### src/sv/cffsa_pkg.sv
`timescale 1ns / 1ps

package cffsa_pkg;

	// Fixed field widths.
	localparam int SLOT_W = 9;
	localparam int CFG_W  = 9;

	// Occupancy words: one bit per slot, slot number = row * WORD_W + bit.
	localparam int WORD_W = 32;
	localparam int BIT_W  = 5;

	localparam logic OP_ALLOC   = 1'b0;
	localparam logic OP_RELEASE = 1'b1;

	localparam logic [CFG_W-1:0] CFG_RESET = CFG_W'(256);

	typedef enum logic [2:0] {
		ST_IDLE,
		ST_START,
		ST_READ,
		ST_CHECK,
		ST_GRANT,
		ST_FULL,
		ST_FREE
	} state_t;

	typedef struct packed {
		logic load;
		logic rd;
		logic next_row;
		logic wrap;
		logic commit_alloc;
		logic commit_rel;
		logic load_full;
	} cmd_t;

	typedef struct packed {
		logic range_empty;
		logic hit;
		logic last_row;
		logic phase_a;
		logic is_rel;
		logic out_free;
	} stat_t;

endpackage

### src/sv/cffsa_ctrl.sv
`timescale 1ns / 1ps

module cffsa_ctrl (
	input  logic             clk,
	input  logic             arst_n,
	input  logic             in_valid,
	output logic             in_ready,
	input  cffsa_pkg::stat_t st,
	output cffsa_pkg::cmd_t  cmd
);

	cffsa_pkg::state_t state_q;
	cffsa_pkg::state_t state_d;

	always_ff @(posedge clk or negedge arst_n) begin
		if (!arst_n) begin
			state_q <= cffsa_pkg::ST_IDLE;
		end else begin
			state_q <= state_d;
		end
	end

	always_comb begin
		state_d  = state_q;
		cmd      = '0;
		in_ready = 1'b0;
		unique case (state_q)
			cffsa_pkg::ST_IDLE: begin
				in_ready = 1'b1;
				if (in_valid) begin
					cmd.load = 1'b1;
					state_d  = cffsa_pkg::ST_START;
				end
			end
			cffsa_pkg::ST_START: begin
				if (!st.range_empty) begin
					state_d = cffsa_pkg::ST_READ;
				end else if (st.is_rel) begin
					state_d = cffsa_pkg::ST_IDLE;
				end else if (st.phase_a) begin
					cmd.wrap = 1'b1;
				end else begin
					state_d = cffsa_pkg::ST_FULL;
				end
			end
			cffsa_pkg::ST_READ: begin
				cmd.rd  = 1'b1;
				state_d = cffsa_pkg::ST_CHECK;
			end
			cffsa_pkg::ST_CHECK: begin
				if (st.is_rel) begin
					state_d = cffsa_pkg::ST_FREE;
				end else if (st.hit) begin
					state_d = cffsa_pkg::ST_GRANT;
				end else if (!st.last_row) begin
					cmd.next_row = 1'b1;
					state_d      = cffsa_pkg::ST_READ;
				end else if (st.phase_a) begin
					// Nothing free from the preferred slot up; search from slot 1.
					cmd.wrap = 1'b1;
					state_d  = cffsa_pkg::ST_START;
				end else begin
					state_d = cffsa_pkg::ST_FULL;
				end
			end
			cffsa_pkg::ST_GRANT: begin
				if (st.out_free) begin
					cmd.commit_alloc = 1'b1;
					state_d          = cffsa_pkg::ST_IDLE;
				end
			end
			cffsa_pkg::ST_FULL: begin
				if (st.out_free) begin
					cmd.load_full = 1'b1;
					state_d       = cffsa_pkg::ST_IDLE;
				end
			end
			cffsa_pkg::ST_FREE: begin
				cmd.commit_rel = 1'b1;
				state_d        = cffsa_pkg::ST_IDLE;
			end
			default: begin
				state_d = cffsa_pkg::ST_IDLE;
			end
		endcase
	end

endmodule

### src/sv/cffsa_dp.sv
`timescale 1ns / 1ps

module cffsa_dp #(
	parameter int SLOTS = 256
) (
	input  logic                           clk,
	input  logic                           arst_n,
	input  logic                           cfg_we,
	input  logic [cffsa_pkg::CFG_W-1:0]    cfg_data,
	input  logic                           op,
	input  logic [cffsa_pkg::SLOT_W-1:0]   slot,
	input  cffsa_pkg::cmd_t                cmd,
	output cffsa_pkg::stat_t               st,
	output logic                           out_valid,
	input  logic                           out_ready,
	output logic [cffsa_pkg::SLOT_W-1:0]   granted_slot,
	output logic                           full_res
);

	// Slot numbers above what the slot field can name are never reached.
	localparam int SLOT_MAX = (1 << cffsa_pkg::SLOT_W) - 1;
	localparam int MAX_SLOT = (SLOTS < SLOT_MAX) ? SLOTS : SLOT_MAX;
	localparam int ROWS     = MAX_SLOT / cffsa_pkg::WORD_W + 1;
	localparam int ROW_W    = (ROWS > 1) ? $clog2(ROWS) : 1;
	localparam logic [cffsa_pkg::SLOT_W-1:0] NMAX = cffsa_pkg::SLOT_W'(MAX_SLOT);
	localparam logic [cffsa_pkg::SLOT_W-1:0] ONE  = cffsa_pkg::SLOT_W'(1);

	function automatic logic [ROW_W-1:0] row_of(input logic [cffsa_pkg::SLOT_W-1:0] s);
		return ROW_W'(s >> cffsa_pkg::BIT_W);
	endfunction

	logic [cffsa_pkg::CFG_W-1:0]  cfg_q;
	logic [cffsa_pkg::WORD_W-1:0] mem [ROWS];
	logic [ROWS-1:0]              rvalid_q;
	logic [cffsa_pkg::WORD_W-1:0] rdata_q;
	logic [cffsa_pkg::SLOT_W-1:0] lo_q;
	logic [cffsa_pkg::SLOT_W-1:0] hi_q;
	logic [cffsa_pkg::SLOT_W-1:0] wrap_hi_q;
	logic [ROW_W-1:0]             row_q;
	logic                         phase_a_q;
	logic                         is_rel_q;
	logic                         out_valid_q;
	logic [cffsa_pkg::SLOT_W-1:0] granted_q;
	logic                         full_q;

	logic [cffsa_pkg::SLOT_W-1:0] n;
	logic [cffsa_pkg::SLOT_W-1:0] start;
	logic [cffsa_pkg::WORD_W-1:0] lo_mask;
	logic [cffsa_pkg::WORD_W-1:0] hi_mask;
	logic [cffsa_pkg::WORD_W-1:0] free_bits;
	logic [cffsa_pkg::BIT_W-1:0]  fidx;
	logic [cffsa_pkg::SLOT_W-1:0] found_slot;
	logic [cffsa_pkg::WORD_W-1:0] bit_sel;
	logic                         out_free;

	assign n     = (cfg_q > NMAX) ? NMAX : cfg_q;
	assign start = (slot == '0) ? ONE : slot;

	// Keep only the bits of the current row that lie inside lo..hi.
	assign lo_mask = (row_q == row_of(lo_q)) ?
		({cffsa_pkg::WORD_W{1'b1}} << lo_q[cffsa_pkg::BIT_W-1:0]) : '1;
	assign hi_mask = (row_q == row_of(hi_q)) ?
		({cffsa_pkg::WORD_W{1'b1}} >> (cffsa_pkg::BIT_W'(cffsa_pkg::WORD_W - 1)
			- hi_q[cffsa_pkg::BIT_W-1:0])) : '1;
	assign free_bits = ~rdata_q & lo_mask & hi_mask;

	always_comb begin
		fidx = '0;
		for (int j = cffsa_pkg::WORD_W - 1; j >= 0; j--) begin
			if (free_bits[j]) begin
				fidx = cffsa_pkg::BIT_W'(j);
			end
		end
	end

	assign found_slot = (cffsa_pkg::SLOT_W'(row_q) << cffsa_pkg::BIT_W)
		| cffsa_pkg::SLOT_W'(fidx);
	assign bit_sel  = cffsa_pkg::WORD_W'(1) << lo_q[cffsa_pkg::BIT_W-1:0];
	assign out_free = !out_valid_q || out_ready;

	always_comb begin
		st.range_empty = lo_q > hi_q;
		st.hit         = |free_bits;
		st.last_row    = row_q == row_of(hi_q);
		st.phase_a     = phase_a_q;
		st.is_rel      = is_rel_q;
		st.out_free    = out_free;
	end

	always_ff @(posedge clk or negedge arst_n) begin
		if (!arst_n) begin
			cfg_q <= cffsa_pkg::CFG_RESET;
		end else if (cfg_we) begin
			cfg_q <= cfg_data;
		end
	end

	// Search window and row pointer.
	always_ff @(posedge clk) begin
		if (cmd.load) begin
			is_rel_q  <= op == cffsa_pkg::OP_RELEASE;
			wrap_hi_q <= start - ONE;
			if (op == cffsa_pkg::OP_RELEASE) begin
				phase_a_q <= 1'b0;
				if (slot != '0 && slot <= n) begin
					lo_q  <= slot;
					hi_q  <= slot;
					row_q <= row_of(slot);
				end else begin
					lo_q  <= ONE;
					hi_q  <= '0;
					row_q <= '0;
				end
			end else if (start <= n) begin
				phase_a_q <= 1'b1;
				lo_q      <= start;
				hi_q      <= n;
				row_q     <= row_of(start);
			end else begin
				phase_a_q <= 1'b0;
				lo_q      <= ONE;
				hi_q      <= n;
				row_q     <= '0;
			end
		end else if (cmd.wrap) begin
			phase_a_q <= 1'b0;
			lo_q      <= ONE;
			hi_q      <= wrap_hi_q;
			row_q     <= '0;
		end else if (cmd.next_row) begin
			row_q <= row_q + ROW_W'(1);
		end
	end

	// Occupancy words; a row never written reads as all free.
	always_ff @(posedge clk or negedge arst_n) begin
		if (!arst_n) begin
			rvalid_q <= '0;
		end else if (cmd.commit_alloc || cmd.commit_rel) begin
			rvalid_q[row_q] <= 1'b1;
		end
	end

	always_ff @(posedge clk) begin
		if (cmd.commit_alloc) begin
			mem[row_q] <= rdata_q | (cffsa_pkg::WORD_W'(1) << fidx);
		end else if (cmd.commit_rel) begin
			mem[row_q] <= rdata_q & ~bit_sel;
		end
	end

	always_ff @(posedge clk) begin
		if (cmd.rd) begin
			rdata_q <= rvalid_q[row_q] ? mem[row_q] : '0;
		end
	end

	// Output register.
	always_ff @(posedge clk or negedge arst_n) begin
		if (!arst_n) begin
			out_valid_q <= 1'b0;
		end else if (cmd.commit_alloc || cmd.load_full) begin
			out_valid_q <= 1'b1;
		end else if (out_ready) begin
			out_valid_q <= 1'b0;
		end
	end

	always_ff @(posedge clk) begin
		if (cmd.commit_alloc) begin
			granted_q <= found_slot;
			full_q    <= 1'b0;
		end else if (cmd.load_full) begin
			granted_q <= '0;
			full_q    <= 1'b1;
		end
	end

	assign out_valid    = out_valid_q;
	assign granted_slot = granted_q;
	assign full_res     = full_q;

endmodule

### src/sv/circular_first_free_slot_allocator.sv
`timescale 1ns / 1ps
// Channel   Direction  Handshake             Word
// in        input      in_valid / in_ready   op, slot
// out       output     out_valid / out_ready granted_slot, full_res
// cfg       input      cfg_we                cfg_data (slots_in_use)
//
// One request at a time. A release of a managed slot passes through start, read, check and
// free before the next acceptance; an ignored release goes back to idle from start. An allocate
// reads and checks the 32-slot occupancy rows one by one, a read and a check per row, at most
// rows(SLOTS) + 1 rows, and wraps to search from slot 1 when the preferred slot's range came up empty.
// Reset is immediate: every row is marked free by per-row valid flops, no clearing pass.
// A held result stalls a grant or full result, and with it the next accept; releases do not wait.

module circular_first_free_slot_allocator #(
	parameter int SLOTS = 256
) (
	input  logic                         clk,
	input  logic                         arst_n,
	input  logic                         cfg_we,
	input  logic [cffsa_pkg::CFG_W-1:0]  cfg_data,
	input  logic                         in_valid,
	output logic                         in_ready,
	input  logic                         op,
	input  logic [cffsa_pkg::SLOT_W-1:0] slot,
	output logic                         out_valid,
	input  logic                         out_ready,
	output logic [cffsa_pkg::SLOT_W-1:0] granted_slot,
	output logic                         full_res
);

	cffsa_pkg::cmd_t  cmd;
	cffsa_pkg::stat_t st;

	cffsa_ctrl u_ctrl (
		.clk      (clk),
		.arst_n   (arst_n),
		.in_valid (in_valid),
		.in_ready (in_ready),
		.st       (st),
		.cmd      (cmd)
	);

	cffsa_dp #(
		.SLOTS (SLOTS)
	) u_dp (
		.clk          (clk),
		.arst_n       (arst_n),
		.cfg_we       (cfg_we),
		.cfg_data     (cfg_data),
		.op           (op),
		.slot         (slot),
		.cmd          (cmd),
		.st           (st),
		.out_valid    (out_valid),
		.out_ready    (out_ready),
		.granted_slot (granted_slot),
		.full_res     (full_res)
	);

endmodule

### config.mk
export PLATFORM = sky130hd
export DESIGN_NAME = circular_first_free_slot_allocator
export DESIGN_NICKNAME = d
export VERILOG_FILES = /design/src/sv/cffsa_pkg.sv /design/src/sv/cffsa_ctrl.sv /design/src/sv/cffsa_dp.sv /design/src/sv/circular_first_free_slot_allocator.sv
export SDC_FILE = /design/constraint.sdc
export NUM_CORES = 1
export LEC_CHECK = 0
export ABC_AREA = 1
export BUFFER_PORTS_ARGS = -buffer_cell sky130_fd_sc_hd__buf_4
export CORE_MARGIN = 4
export CORE_UTILIZATION = 45
export CTS_CLUSTER_DIAMETER = 150
export DETAILED_ROUTE_END_ITERATION = 6
export PLACE_DENSITY = 0.72
export REMOVE_ABC_BUFFERS = 1
export SYNTH_ARGS = -nofsm -noshare
export SYNTH_HDL_FRONTEND = slang
export SYNTH_SLANG_ARGS = --single-unit
export TNS_END_PERCENT = 5
### constraint.sdc
create_clock -name clk -period 3.45 [get_ports clk]
set_input_delay 0.69 -clock clk [delete_from_list [all_inputs] [get_ports clk]]
set_output_delay 0.69 -clock clk [all_outputs]
set_load 0.05 [all_outputs]
## Word-level counts from Yosys, hierarchy flattened

Memories as Yosys holds them, arrays and structs flattened. A register that Yosys moved wholly into a read port is not among the register bits.
Cells that the tools add are included.

- Register bits: 65
- RAM bits: 288
- Bits of input ports: 24
- Output and inout port bits: 12
- Word-level logic and storage cells: 159
- Memories: 1

Memories:

| name | words | width | read ports | clocked after memory_dff | write ports | RTL line | text |
|---|---|---|---|---|---|---|---|
| u_dp.mem | 9 | 32 | 1 | 1 | 1 | cffsa_dp.sv:33 | `logic [cffsa_pkg::WORD_W-1:0] mem [ROWS];` |

- Add/subtract/negate cells: 3
- Magnitude comparators: 6
- Equality and inequality tests: 11
- Shift-type cells: 4
- Mux-type cells: 96
- Bitwise operators: 9
- Reductions and logical operators: 17

Operator list:

| cell | number |
|---|---|
| $mux W5 | 32 |
| $mux W9 | 13 |
| $and A32 B32 Y32 | 3 |
| $mux W32 | 3 |
| $not A32 Y32 | 2 |
| $shl A1 B5 Y32 const A | 2 |
| $or A32 B32 Y32 | 1 |
| $reduce_or A32 Y1 | 1 |
| $shl A32 B5 Y32 const A | 1 |
| $shr A32 B5 Y32 const A | 1 |
| $mux W1 | 27 |
| $mux W3 | 9 |
| $mux W4 | 6 |
| $le A9 B9 Y1 | 2 |
| $pmux W3 S5 | 1 |
| $eq A3 B3 Y1 const B | 3 |
| $gt A9 B9 Y1 | 1 |
| $gt A9 B9 Y1 const B | 1 |
| $logic_not A9 Y1 | 1 |
| $or A9 B5 Y9 | 1 |
| $or A9 B9 Y9 | 1 |
| $reduce_bool A9 Y1 | 1 |
| $sub A9 B1 Y9 const B | 1 |
| $eq A4 B4 Y1 | 2 |
| 22 further kinds | 30 |

## Logic depth before layout (Yosys ltp)

Gate-level depths: netlist of run 1.

- Depth after elaboration: 39
- Mapped depth: 42

## Modules after synthesis

From an unflattened synthesis of run 1, not the netlist that was laid out.

- Cells, all modules: 1685
- Area, all modules: 17887.2 µm²

Modules (own cells, without submodules):

| module | times used | cells each | area each (µm²) | seq. area each (µm²) |
|---|---|---|---|---|
| cffsa_dp | 1 | 1631 | 17579.4 | 11367.2 |
| cffsa_ctrl | 1 | 54 | 307.8 | 75.1 |

## Worst setup path after synthesis of run 1

No wires, ideal clock.

- Path type: register -> register
- Start: reg u_dp.row_q[1]
- End: reg u_dp.row_q[0] (enable)
- Setup time: 373 ps
- Arrival: 3140 ps
- Slack: -62 ps
- Stages on the path, launching flop included: 22
- Path buffers: 1
- Clock period less this slack: 3512 ps
- Cells stage by stage: edfxtp_1 -> inv_2 -> nand2_2 -> nand2_2 -> nor2_4 -> nand2_4 -> nor2_4 -> inv_2 -> buf_2 -> nor2_2 -> nor3_1 -> o21ai_1 -> nand2_1 -> inv_2 -> nand3_1 -> nor4_2 -> nand2_1 -> o31ai_1 -> nand2_1 -> nand2_1 -> inv_2 -> o31ai_1

- Cells in the longest elaborated chain, start to end: 9
- Elaborated cells between the ends (all ways): 14
- Classes of those cells: 2 x eq/ne; 8 x mux; 2 x bitwise; 2 x reduce/logical

Ends and longest elaborated chain:

| element | RTL line | text |
|---|---|---|
| start, declared | cffsa_dp.sv:39 | `logic [ROW_W-1:0] row_q;` |
| start signal, assigned | cffsa_dp.sv:108 | `row_q <= row_of(slot);` |
| start signal, assigned | cffsa_dp.sv:118 | `row_q <= row_of(start);` |
| start signal, assigned | cffsa_dp.sv:131 | `row_q <= row_q + ROW_W'(1);` |
| $eq A4 B4 Y1 | cffsa_dp.sv:60 | `assign lo_mask = (row_q == row_of(lo_q)) ?` |
| $mux W32 | cffsa_dp.sv:60 |  |
| $and A32 B32 Y32 (2 in a row) | cffsa_dp.sv:65 | `assign free_bits = ~rdata_q & lo_mask & hi_mask;` |
| $reduce_or A32 Y1 | cffsa_dp.sv:83 | `st.hit = \|free_bits;` |
| $mux W2 * | cffsa_ctrl.sv:53 | `end else if (st.hit) begin` |
| $mux W2 * | cffsa_ctrl.sv:51 | `if (st.is_rel) begin` |
| $pmux W1 S2 or $mux W1 (tied branches) | cffsa_ctrl.sv:27 | `unique case (state_q)` |
| $reduce_bool A3 Y1 (no line) * | n/a |  |

Every way passes the cells marked *; elsewhere a longest branch is shown, timed or not.
A chain may end at the register's enable or synchronous reset.

## Final worst setup path of run 1

- Start: reg u_dp.hi_q[2] (netlist name)
- End: mem u_dp.mem[3][24] (netlist name) (data pin)

- Cells in the longest elaborated chain, start to end: 39

Ends and longest elaborated chain:

| element | RTL line | text |
|---|---|---|
| start, declared | cffsa_dp.sv:37 | `logic [cffsa_pkg::SLOT_W-1:0] hi_q;` |
| start signal, assigned | cffsa_dp.sv:107 | `hi_q <= slot;` |
| start signal, assigned | cffsa_dp.sv:117 | `hi_q <= n;` |
| start signal, assigned | cffsa_dp.sv:122 | `hi_q <= n;` |
| $sub A5 B5 Y5 * | cffsa_dp.sv:64 | `- hi_q[cffsa_pkg::BIT_W-1:0])) : '1;` |
| $shr A32 B5 Y32 * | cffsa_dp.sv:63 | `({cffsa_pkg::WORD_W{1'b1}} >> (cffsa_pkg::BIT_W'(cffsa_pkg::WORD_W - 1)` |
| $mux W32 * | cffsa_dp.sv:62 | `assign hi_mask = (row_q == row_of(hi_q)) ?` |
| $and A32 B32 Y32 * | cffsa_dp.sv:65 |  |
| $mux W5 (31 in a row) | cffsa_dp.sv:70 | `if (free_bits[j]) begin` |
| $mux W5 * | cffsa_dp.sv:70 |  |
| $shl A1 B5 Y32 * | cffsa_dp.sv:146 | `mem[row_q] <= rdata_q \| (cffsa_pkg::WORD_W'(1) << fidx);` |
| $or A32 B32 Y32 * | cffsa_dp.sv:146 |  |
| $mux W32 (no line) * | n/a |  |
| end, declared | cffsa_dp.sv:33 |  |

Marks and branches as above.

==> insert_results.sql, run 1 <==
INSERT INTO impl_metrics (metric_group, metric, value, unit) VALUES
('run_status', 'outcome', 'complete, but fails checks', ''),
('placed_design', 'detailedPlacementHpwl', '31900', 'um'),
('detailed_routing', 'postRouteAntennaNets', '0', ''),
('yosys', 'synthDominantAreaCellType', 'edfxtp_1', ''),
('setup_path', 'cpMostUsedCell', 'nand2_1', ''),
('yosys', 'ys.warnings.count', '0', ''),
('detailed_routing', 'wl_per_cell', '20.9', 'um'),
('cts', 'worst_skew_pair.late_latency', '0.56', 'ns'),
('grt', 'first_global_vias', '13300', ''),
('layout', 'post-route-cell-area', '0.0216', 'sq mm'),
('placed_design', 'placed_cells', '2295', ''),
('setup_path', 'cp_slowest_cell', 'o21ai_0', ''),
('timing', 'worst_slew_slack_as_a_fraction_of_its_limit', '27.4', '%'),
('yosys', 'post_synth_num_cell_types', '61', ''),
('detailed_routing', 'route.vias.total', '13600', ''),
('yosys', 'synth-async-reset-ratio', '5.71', '%'),
('floorplanning', 'ios', '36', ''),
('floorplanning', 'coreArea', '0.0387', 'sq mm'),
('cts', 'worst_setup_hold_path_clk_slew', '0.06', 'ns'),
('timing', 'timing_worst_slew_pin_value', '1.09', 'ns'),
('setup_path', 'worstSetupPathType', 'flop to flop', ''),
('timing', 'fmax', '0.282', 'GHz'),
('setup_path', 'timing.critical_path.to_type', 'flop', ''),
('setup_path', 'worstPathRequired', '3.75', 'ns'),
('yosys', 'postSynthCellCount', '1649', ''),
('detailed_routing', 'first_iter_violations', '1569', ''),
('setup_path', 'critical_path.top_delay_family', 'simple AND/OR/NAND/NOR gates', ''),
('yosys', 'postSynth.topFlopCell', 'edfxtp_1', ''),
('hold_path', 'holdCritPathClass', 'input pin to async pin', ''),
('setup_path', 'worstPathArrival', '3.85', 'ns'),
('setup_path', 'critical_path.n_buffers_inverters', '3', ''),
('timing', 'grt_setup_unrepaired', 'true', ''),
('timing', 'layout_setup_ws', '-0.0933', 'ns'),
('grt', 'met1_capacity_usage_during_global_routing', '32.2', '%'),
('placed_design', 'pre_cts_ws', '-0.254', 'ns'),
('detailed_routing', 'drt_wl_total', '49800', 'um'),
('placed_design', 'gp_congestion', '0.984', ''),
('layout', 'flow.area_growth_from_synthesis', '22.1', '%'),
('detailed_routing', 'firstDrtPassIters', '5', ''),
('setup_path', 'worstRegToRegCells', '33', ''),
('layout', 'finalCoreUtilization', '55.8', '%'),
('yosys', 'syn_avg_cell_area', '10.7', 'sq um'),
('setup_path', 'crit_cells', '33', ''),
('detailed_routing', 'avgViaCountPerCell', '5.70', ''),
('yosys', 'synth-edff-count', '362', ''),
('grt', 'grtUsageTotal', '23.3', '%'),
('run', 'maxCapViolCount', '0', ''),
('floorplanning', 'start_util', '45.7', '%'),
('grt', 'globalRouteOverflowTotal', '0', ''),
('yosys', 'yosysTopAreaCellShare', '61.5', '%'),
('layout', 'num-nets-final', '1885', ''),
('timing', 'holdWs', '0.0524', 'ns'),
('yosys', 'synth.ff_latch_count', '385', ''),
('layout', 'post_route_cells_drive_above_1_share', '21.8', '%'),
('timing', 'number_of_setup_violations_in_the_final_report', '254', ''),
('grt', 'antenna_found_initial', '0', ''),
('grt', 'global_route_wire_length_before_repair', '76200', 'um'),
('cts', 'ctsHtreeMaxLevel', '2', ''),
('yosys', 'synth-seq-area-share', '64.7', '%'),
('cts', 'number_of_clock_sinks', '385', ''),
('setup_path', 'critical_path.startpoint_type', 'flop', ''),
('floorplanning', 'fp.dieH', '206', 'um'),
('floorplanning', 'placementRows', '72', ''),
('run_status', 'failed_checks', 'setup timing', ''),
('placed_design', 'placed_area', '0.0199', 'sq mm'),
('timing', 'timing.clock.skew', '0.0232', 'ns'),
('layout', 'antenna_cells', '0', ''),
('layout', 'instances_no_fill', '2377', ''),
('power', 'vdd_ir_drop_max', '0.000379', 'V'),
('grt', 'busiest_layer', 'met2', ''),
('timing', 'ratio_of_final_minimum_period_to_clock_period', '103', '%');
## state kept, by name, indices dropped and copies added, names as in the netlist
name	flops
u_dp.phase_a_q	1
u_dp.is_rel_q	1
u_dp.cfg_q	9
u_dp.rdata_q	32
u_dp.wrap_hi_q	9
u_dp.hi_q	9
u_dp.out_valid	1
u_dp.granted_slot	9
u_dp.lo_q	9
u_dp.full_res	1
u_dp.rvalid_q	9
u_dp.mem	288
u_dp.row_q	4
u_ctrl.state_q	3
## worst paths after layout
| path | slack [ns] | end | start |
|---|---|---|---|
| max | -0.09 | u_dp.mem[3][24]$_DFFE_PP_ | u_dp.hi_q[2]$_DFFE_PP_ |
| min | 0.05 | u_dp.cfg_q[1]$_DFFE_PN0P_ | arst_n |
| max reg2reg | -0.09 | u_dp.mem[3][24]$_DFFE_PP_ | u_dp.hi_q[2]$_DFFE_PP_ |
| min reg2reg | 0.46 | u_dp.rvalid_q[5]$_DFFE_PN0P_ | u_dp.rvalid_q[5]$_DFFE_PN0P_ |
| max in group asynchronous | 3.10 | u_dp.cfg_q[8]$_DFFE_PN1P_ | arst_n |
| min in group clk | 0.35 | u_dp.cfg_q[5]$_DFFE_PN0P_ | cfg_data[5] |
## timing repair
action                                  CTS  global route
resized for setup                        36            64
cloned                                    0             2
hold endpoints to repair                  0             0
pin swaps                                 0             7
endpoints found under the setup margin  314           322
setup buffers                             0            10
## cell families after synthesis
group | count (synthesis) | share of synthesized area [%]
compound gates | 387 | 12.6
xor+xnor | 8 | 0.396
flops | 385 | 64.7
simple gates | 640 | 15.7
buf+inv | 197 | 4.37
fa+ha+maj | 31 | 2.19
mux | 1 | 0.0637
## routing by layer
| layer | wire, um | part of all wire, % | up-vias |
|---|---|---|---|
| met3 | 3860 | 7.8 | 107 |
| met1 | 20700 | 42 | 6615 |
| li1 | - | - | 6251 |
| met4 | 1480 | 3.0 | 0 |
| met5 | 0 | 0 | - |
| met2 | 23700 | 48 | 582 |
## power breakdown
group          leakage [nW]  internal, W  switching, W
Sequential             3.54      0.00601      0.000270
Clock                 0.594      0.00232       0.00179
Combinational          3.84      0.00208       0.00387
## stage by stage
step / power (W) / TNS [ns]
final: 0.0163 / -10.41
after CTS: 0.0161 / -3.34
after detailed placement: 0.0119 / -44.96
after global placement: 0.0118 / -41.59
after floorplan: 0.00937 / -1415.63
after global routing: 0.0172 / -119.70
## layout by cell type, fill, tap and decap left out, drive strengths merged, types with 21 or more instances in the layout
master and count:
inv 109, nand2 312, edfxtp 362, a31oi 33
o22ai 68, clkbuf 42, a21oi 32, nand3 44
nor2 224, ha 31, o21ai 205, clkinv 24
dfrtp 21, buf 222, nand4 29
## final cells by class
cell class	count	area, sq um	share of cell area (%)
multi-input cells	1068	5910	27.4
clock inverters	28	264	1.22
flip-flops and latches	385	11400	53.0
well taps	518	648	3.00
repair buffers	222	1910	8.82
inverters	114	435	2.02
clock buffers	42	987	4.57
Note: power is estimated with default switching activity, not from simulation.
==> inputs of run 2 (changes only) <==
--- a/config.mk
+++ b/config.mk
@@ -16,4 +16,4 @@
 export SYNTH_ARGS = -nofsm -noshare
 export SYNTH_HDL_FRONTEND = slang
 export SYNTH_SLANG_ARGS = --single-unit
-export TNS_END_PERCENT = 5
+export TNS_END_PERCENT = 10
==> run 2 against run 1 <==
The flow still finishes with violations (setup timing); die area unchanged; largest power group unchanged; setup slack got worse by 0.0025 ns; power shrank 0.29%.
==> insert_results.sql, run 2 (synthesis results as in run 1) <==
INSERT INTO impl_metrics (metric_group, metric, value, unit) VALUES
('setup_path', 'timing.critical_path.to_type', 'flop', ''),
('setup_path', 'cp_slowest_cell', 'edfxtp_1', ''),
('power', 'vdd_ir_drop_max', '0.000413', 'V'),
('cts', 'number_of_clock_sinks', '385', ''),
('setup_path', 'worstPathRequired', '3.85', 'ns'),
('cts', 'ctsHtreeMaxLevel', '2', ''),
('setup_path', 'crit_fanout', '9', ''),
('layout', 'most-common-layout-cells', '362 x edfxtp_1, 271 x nand2_1, 201 x buf_4, 198 x nor2_1, 193 x o21ai_0', ''),
('setup_path', 'critical_path.startpoint', 'u_dp.row_q[2]$_DFFE_PP_', ''),
('power', 'p_leak', '7.96', 'nW'),
('layout', 'finalCoreUtilization', '55.6', '%'),
('placed_design', 'gp_congestion', '0.984', ''),
('detailed_routing', 'wl_per_cell', '20.9', 'um'),
('timing', 'layout_setup_ws', '-0.0958', 'ns'),
('layout', 'final_common_cell', 'edfxtp_1', ''),
('layout', 'number_of_flip_flops_under_the_largest_register_name', '288', ''),
('detailed_routing', 'postRouteAntennaNets', '0', ''),
('detailed_routing', 'drt_wl_total', '49800', 'um'),
('grt', 'globalRouteOverflowTotal', '0', ''),
('layout', 'antenna_cells', '0', ''),
('timing', 'ratio_of_final_minimum_period_to_clock_period', '103', '%'),
('power', 'internal_power', '0.0104', 'W'),
('timing', 'worst_slew_slack_as_a_fraction_of_its_limit', '23.6', '%'),
('cts', 'cts_made_buffers', '39', ''),
('cts', 'cts_hold_repair.buffers', '0', ''),
('layout', 'num-nets-final', '1884', ''),
('power', 'total_power', '0.0163', 'W'),
('layout', 'post-route-cell-area', '0.0215', 'sq mm'),
('setup_path', 'worstSetupPathType', 'flop to flop', ''),
('run_status', 'failed_checks', 'setup timing', ''),
('floorplanning', 'placementRows', '72', ''),
('detailed_routing', 'drc', '0', ''),
('timing', 'fin_crit', '3.55', 'ns'),
('detailed_routing', 'avgViaCountPerCell', '5.70', ''),
('floorplanning', 'coreArea', '0.0387', 'sq mm'),
('timing', 'hold_violations', '0', ''),
('setup_path', 'cpMostUsedCell', 'nand2_1', ''),
('power', 'share_clk_of_total_power', '25.3', '%'),
('cts', 'clock_tree_from_tritoncts', 'yes', ''),
('timing', 'grt_setup_unrepaired', 'true', ''),
('timing', 'fmax', '0.282', 'GHz'),
('power', 'share_comb_of_total_power', '36.2', '%'),
('setup_path', 'critical_path.startpoint_type', 'flop', ''),
('floorplanning', 'ios', '36', ''),
('hold_path', 'holdCritPathClass', 'input pin to async pin', ''),
('floorplanning', 'design.die.area', '0.0425', 'sq mm'),
('detailed_routing', 'route.vias.total', '13500', ''),
('floorplanning', 'start_util', '45.7', '%'),
('power', 'power.switching_fraction', '36.2', '%'),
('grt', 'grt_max_degree', '91', ''),
('layout', 'flow.area_growth_from_synthesis', '21.8', '%'),
('detailed_routing', 'first_iter_violations', '1435', ''),
('placed_design', 'place.port_buffers', '35', ''),
('power', 'seq_power_share', '38.5', '%'),
('placed_design', 'placed_area', '0.0199', 'sq mm'),
('layout', 'top_regs', 'u_dp.mem (288), u_dp.rdata_q (32)', ''),
('cts', 'worst_skew_pair.late_latency', '0.56', 'ns'),
('setup_path', 'worstRegToRegCells', '36', ''),
('setup_path', 'reg2reg_setup_slack', '-0.1', 'ns'),
('layout', 'instances_no_fill', '2376', ''),
('timing', 'holdWs', '0.0491', 'ns'),
('layout', 'register_bank_with_the_most_flops', 'u_dp.mem', ''),
('detailed_routing', 'firstDrtPassIters', '6', ''),
('timing', 'timing.clock.skew', '0.0227', 'ns'),
('timing', 'timing_worst_slew_pin_value', '1.14', 'ns'),
('grt', 'grtUsageTotal', '23.4', '%'),
('setup_path', 'critPathMaxStageDelay', '0.44', 'ns'),
('floorplanning', 'die_w', '206', 'um'),
('run_status', 'outcome', 'complete, but fails checks', ''),
('grt', 'antenna_found_initial', '1', ''),
('timing', 'number_of_setup_violations_in_the_final_report', '113', ''),
('setup_path', 'timing.rr.start', 'u_dp.row_q[2]$_DFFE_PP_', ''),
('layout', 'post_route_cells_drive_above_1_share', '21.7', '%'),
('cts', 'clock_tree.root_cell', 'clkbuf_16', ''),
('cts', 'worst_setup_hold_path_clk_slew', '0.06', 'ns'),
('run', 'maxCapViolCount', '0', ''),
('cts', 'ctsLongestPathBuffers', '3', ''),
('floorplanning', 'fp.dieH', '206', 'um'),
('setup_path', 'rr_endpoint', 'u_dp.mem[3][30]$_DFFE_PP_', ''),
('placed_design', 'detailedPlacementHpwl', '31900', 'um'),
('timing', 'slew_violations', '0', ''),
('power', 'power_per_cell_area', '757', 'mW/mm^2'),
('power', 'switching_power_summed_over_all_nets', '0.00590', 'W'),
('grt', 'first_global_vias', '13300', ''),
('grt', 'global_route_wire_length_before_repair', '76400', 'um'),
('setup_path', 'worstPathArrival', '3.94', 'ns'),
('placed_design', 'placed_cells', '2295', '');
## run 2: power groups by stage
| stage | Combinational (W) | Clock [W] | Sequential (W) |
|---|---|---|---|
| 2_1_floorplan | 0.00286 | 0 | 0.00650 |
| 3_3_place_gp | 0.00542 | 0 | 0.00636 |
| 3_5_place_dp | 0.00550 | 0 | 0.00637 |
| 4_1_cts | 0.00569 | 0.00418 | 0.00627 |
| 5_1_grt | 0.00644 | 0.00438 | 0.00630 |
| 6_report | 0.00590 | 0.00412 | 0.00628 |
## run 2: repair_timing
item / 4_1_cts / 5_1_grt
gates resized for setup: 44 / 47
setup buffers: 7 / 2
gates cloned: 1 / 1
endpoints found under the setup margin: 314 / 322
pin swaps: 4 / 11
## run 2: worst max path at each step
stage	slack (ns)	to	depth (start not counted)
5_1_grt	-0.51	u_dp.mem[5][30]$_DFFE_PP_	36
3_3_place_gp	-0.28	u_dp.mem[3][24]$_DFFE_PP_	17
2_1_floorplan	-3.20	u_dp.row_q[0]$_DFFE_PP_	18
3_5_place_dp	-0.25	u_dp.mem[7][27]$_DFFE_PP_	21
4_1_cts	-0.06	u_dp.mem[3][24]$_DFFE_PP_	38
6_report	-0.1	u_dp.mem[3][30]$_DFFE_PP_	36
## run 2: cell type report
type	count	area, sq um
fillers	3252	17200
inverters	114	435
well taps	518	648
multi-input cells	1067	5870
flip-flops and latches	385	11400
repair buffers	222	1890
clock buffers	42	987
clock inverters	28	264
## run 2: stage by stage
stage / setup WS (ns) / TNS (ns)
CTS: -0.0598 / -1.34
floorplan: -3.20 / -1415.63
global route: -0.506 / -127.03
detailed placement: -0.254 / -44.96
global placement: -0.278 / -41.59
finish: -0.0958 / -4.06
## run 2: layer usage
layer  vias to the layer above  part of all wire, %  GRT usage (%)
li1                       6253                    -              -
met1                      6563                   41           32.4
met2                       621                   48           38.1
met3                       109                  8.1           3.55
met4                         2                  3.0           7.87
met5                         -                0.026              0
## run 2: worst max-delay path, delay by kind of cell (launching register included)
family | cells | cell delay, ns
and+or+nand+nor | 33 | 2.55
xor gates and xnor gates | 1 | 0.18
buffers and inverters | 2 | 0.24
DFF | 1 | 0.44
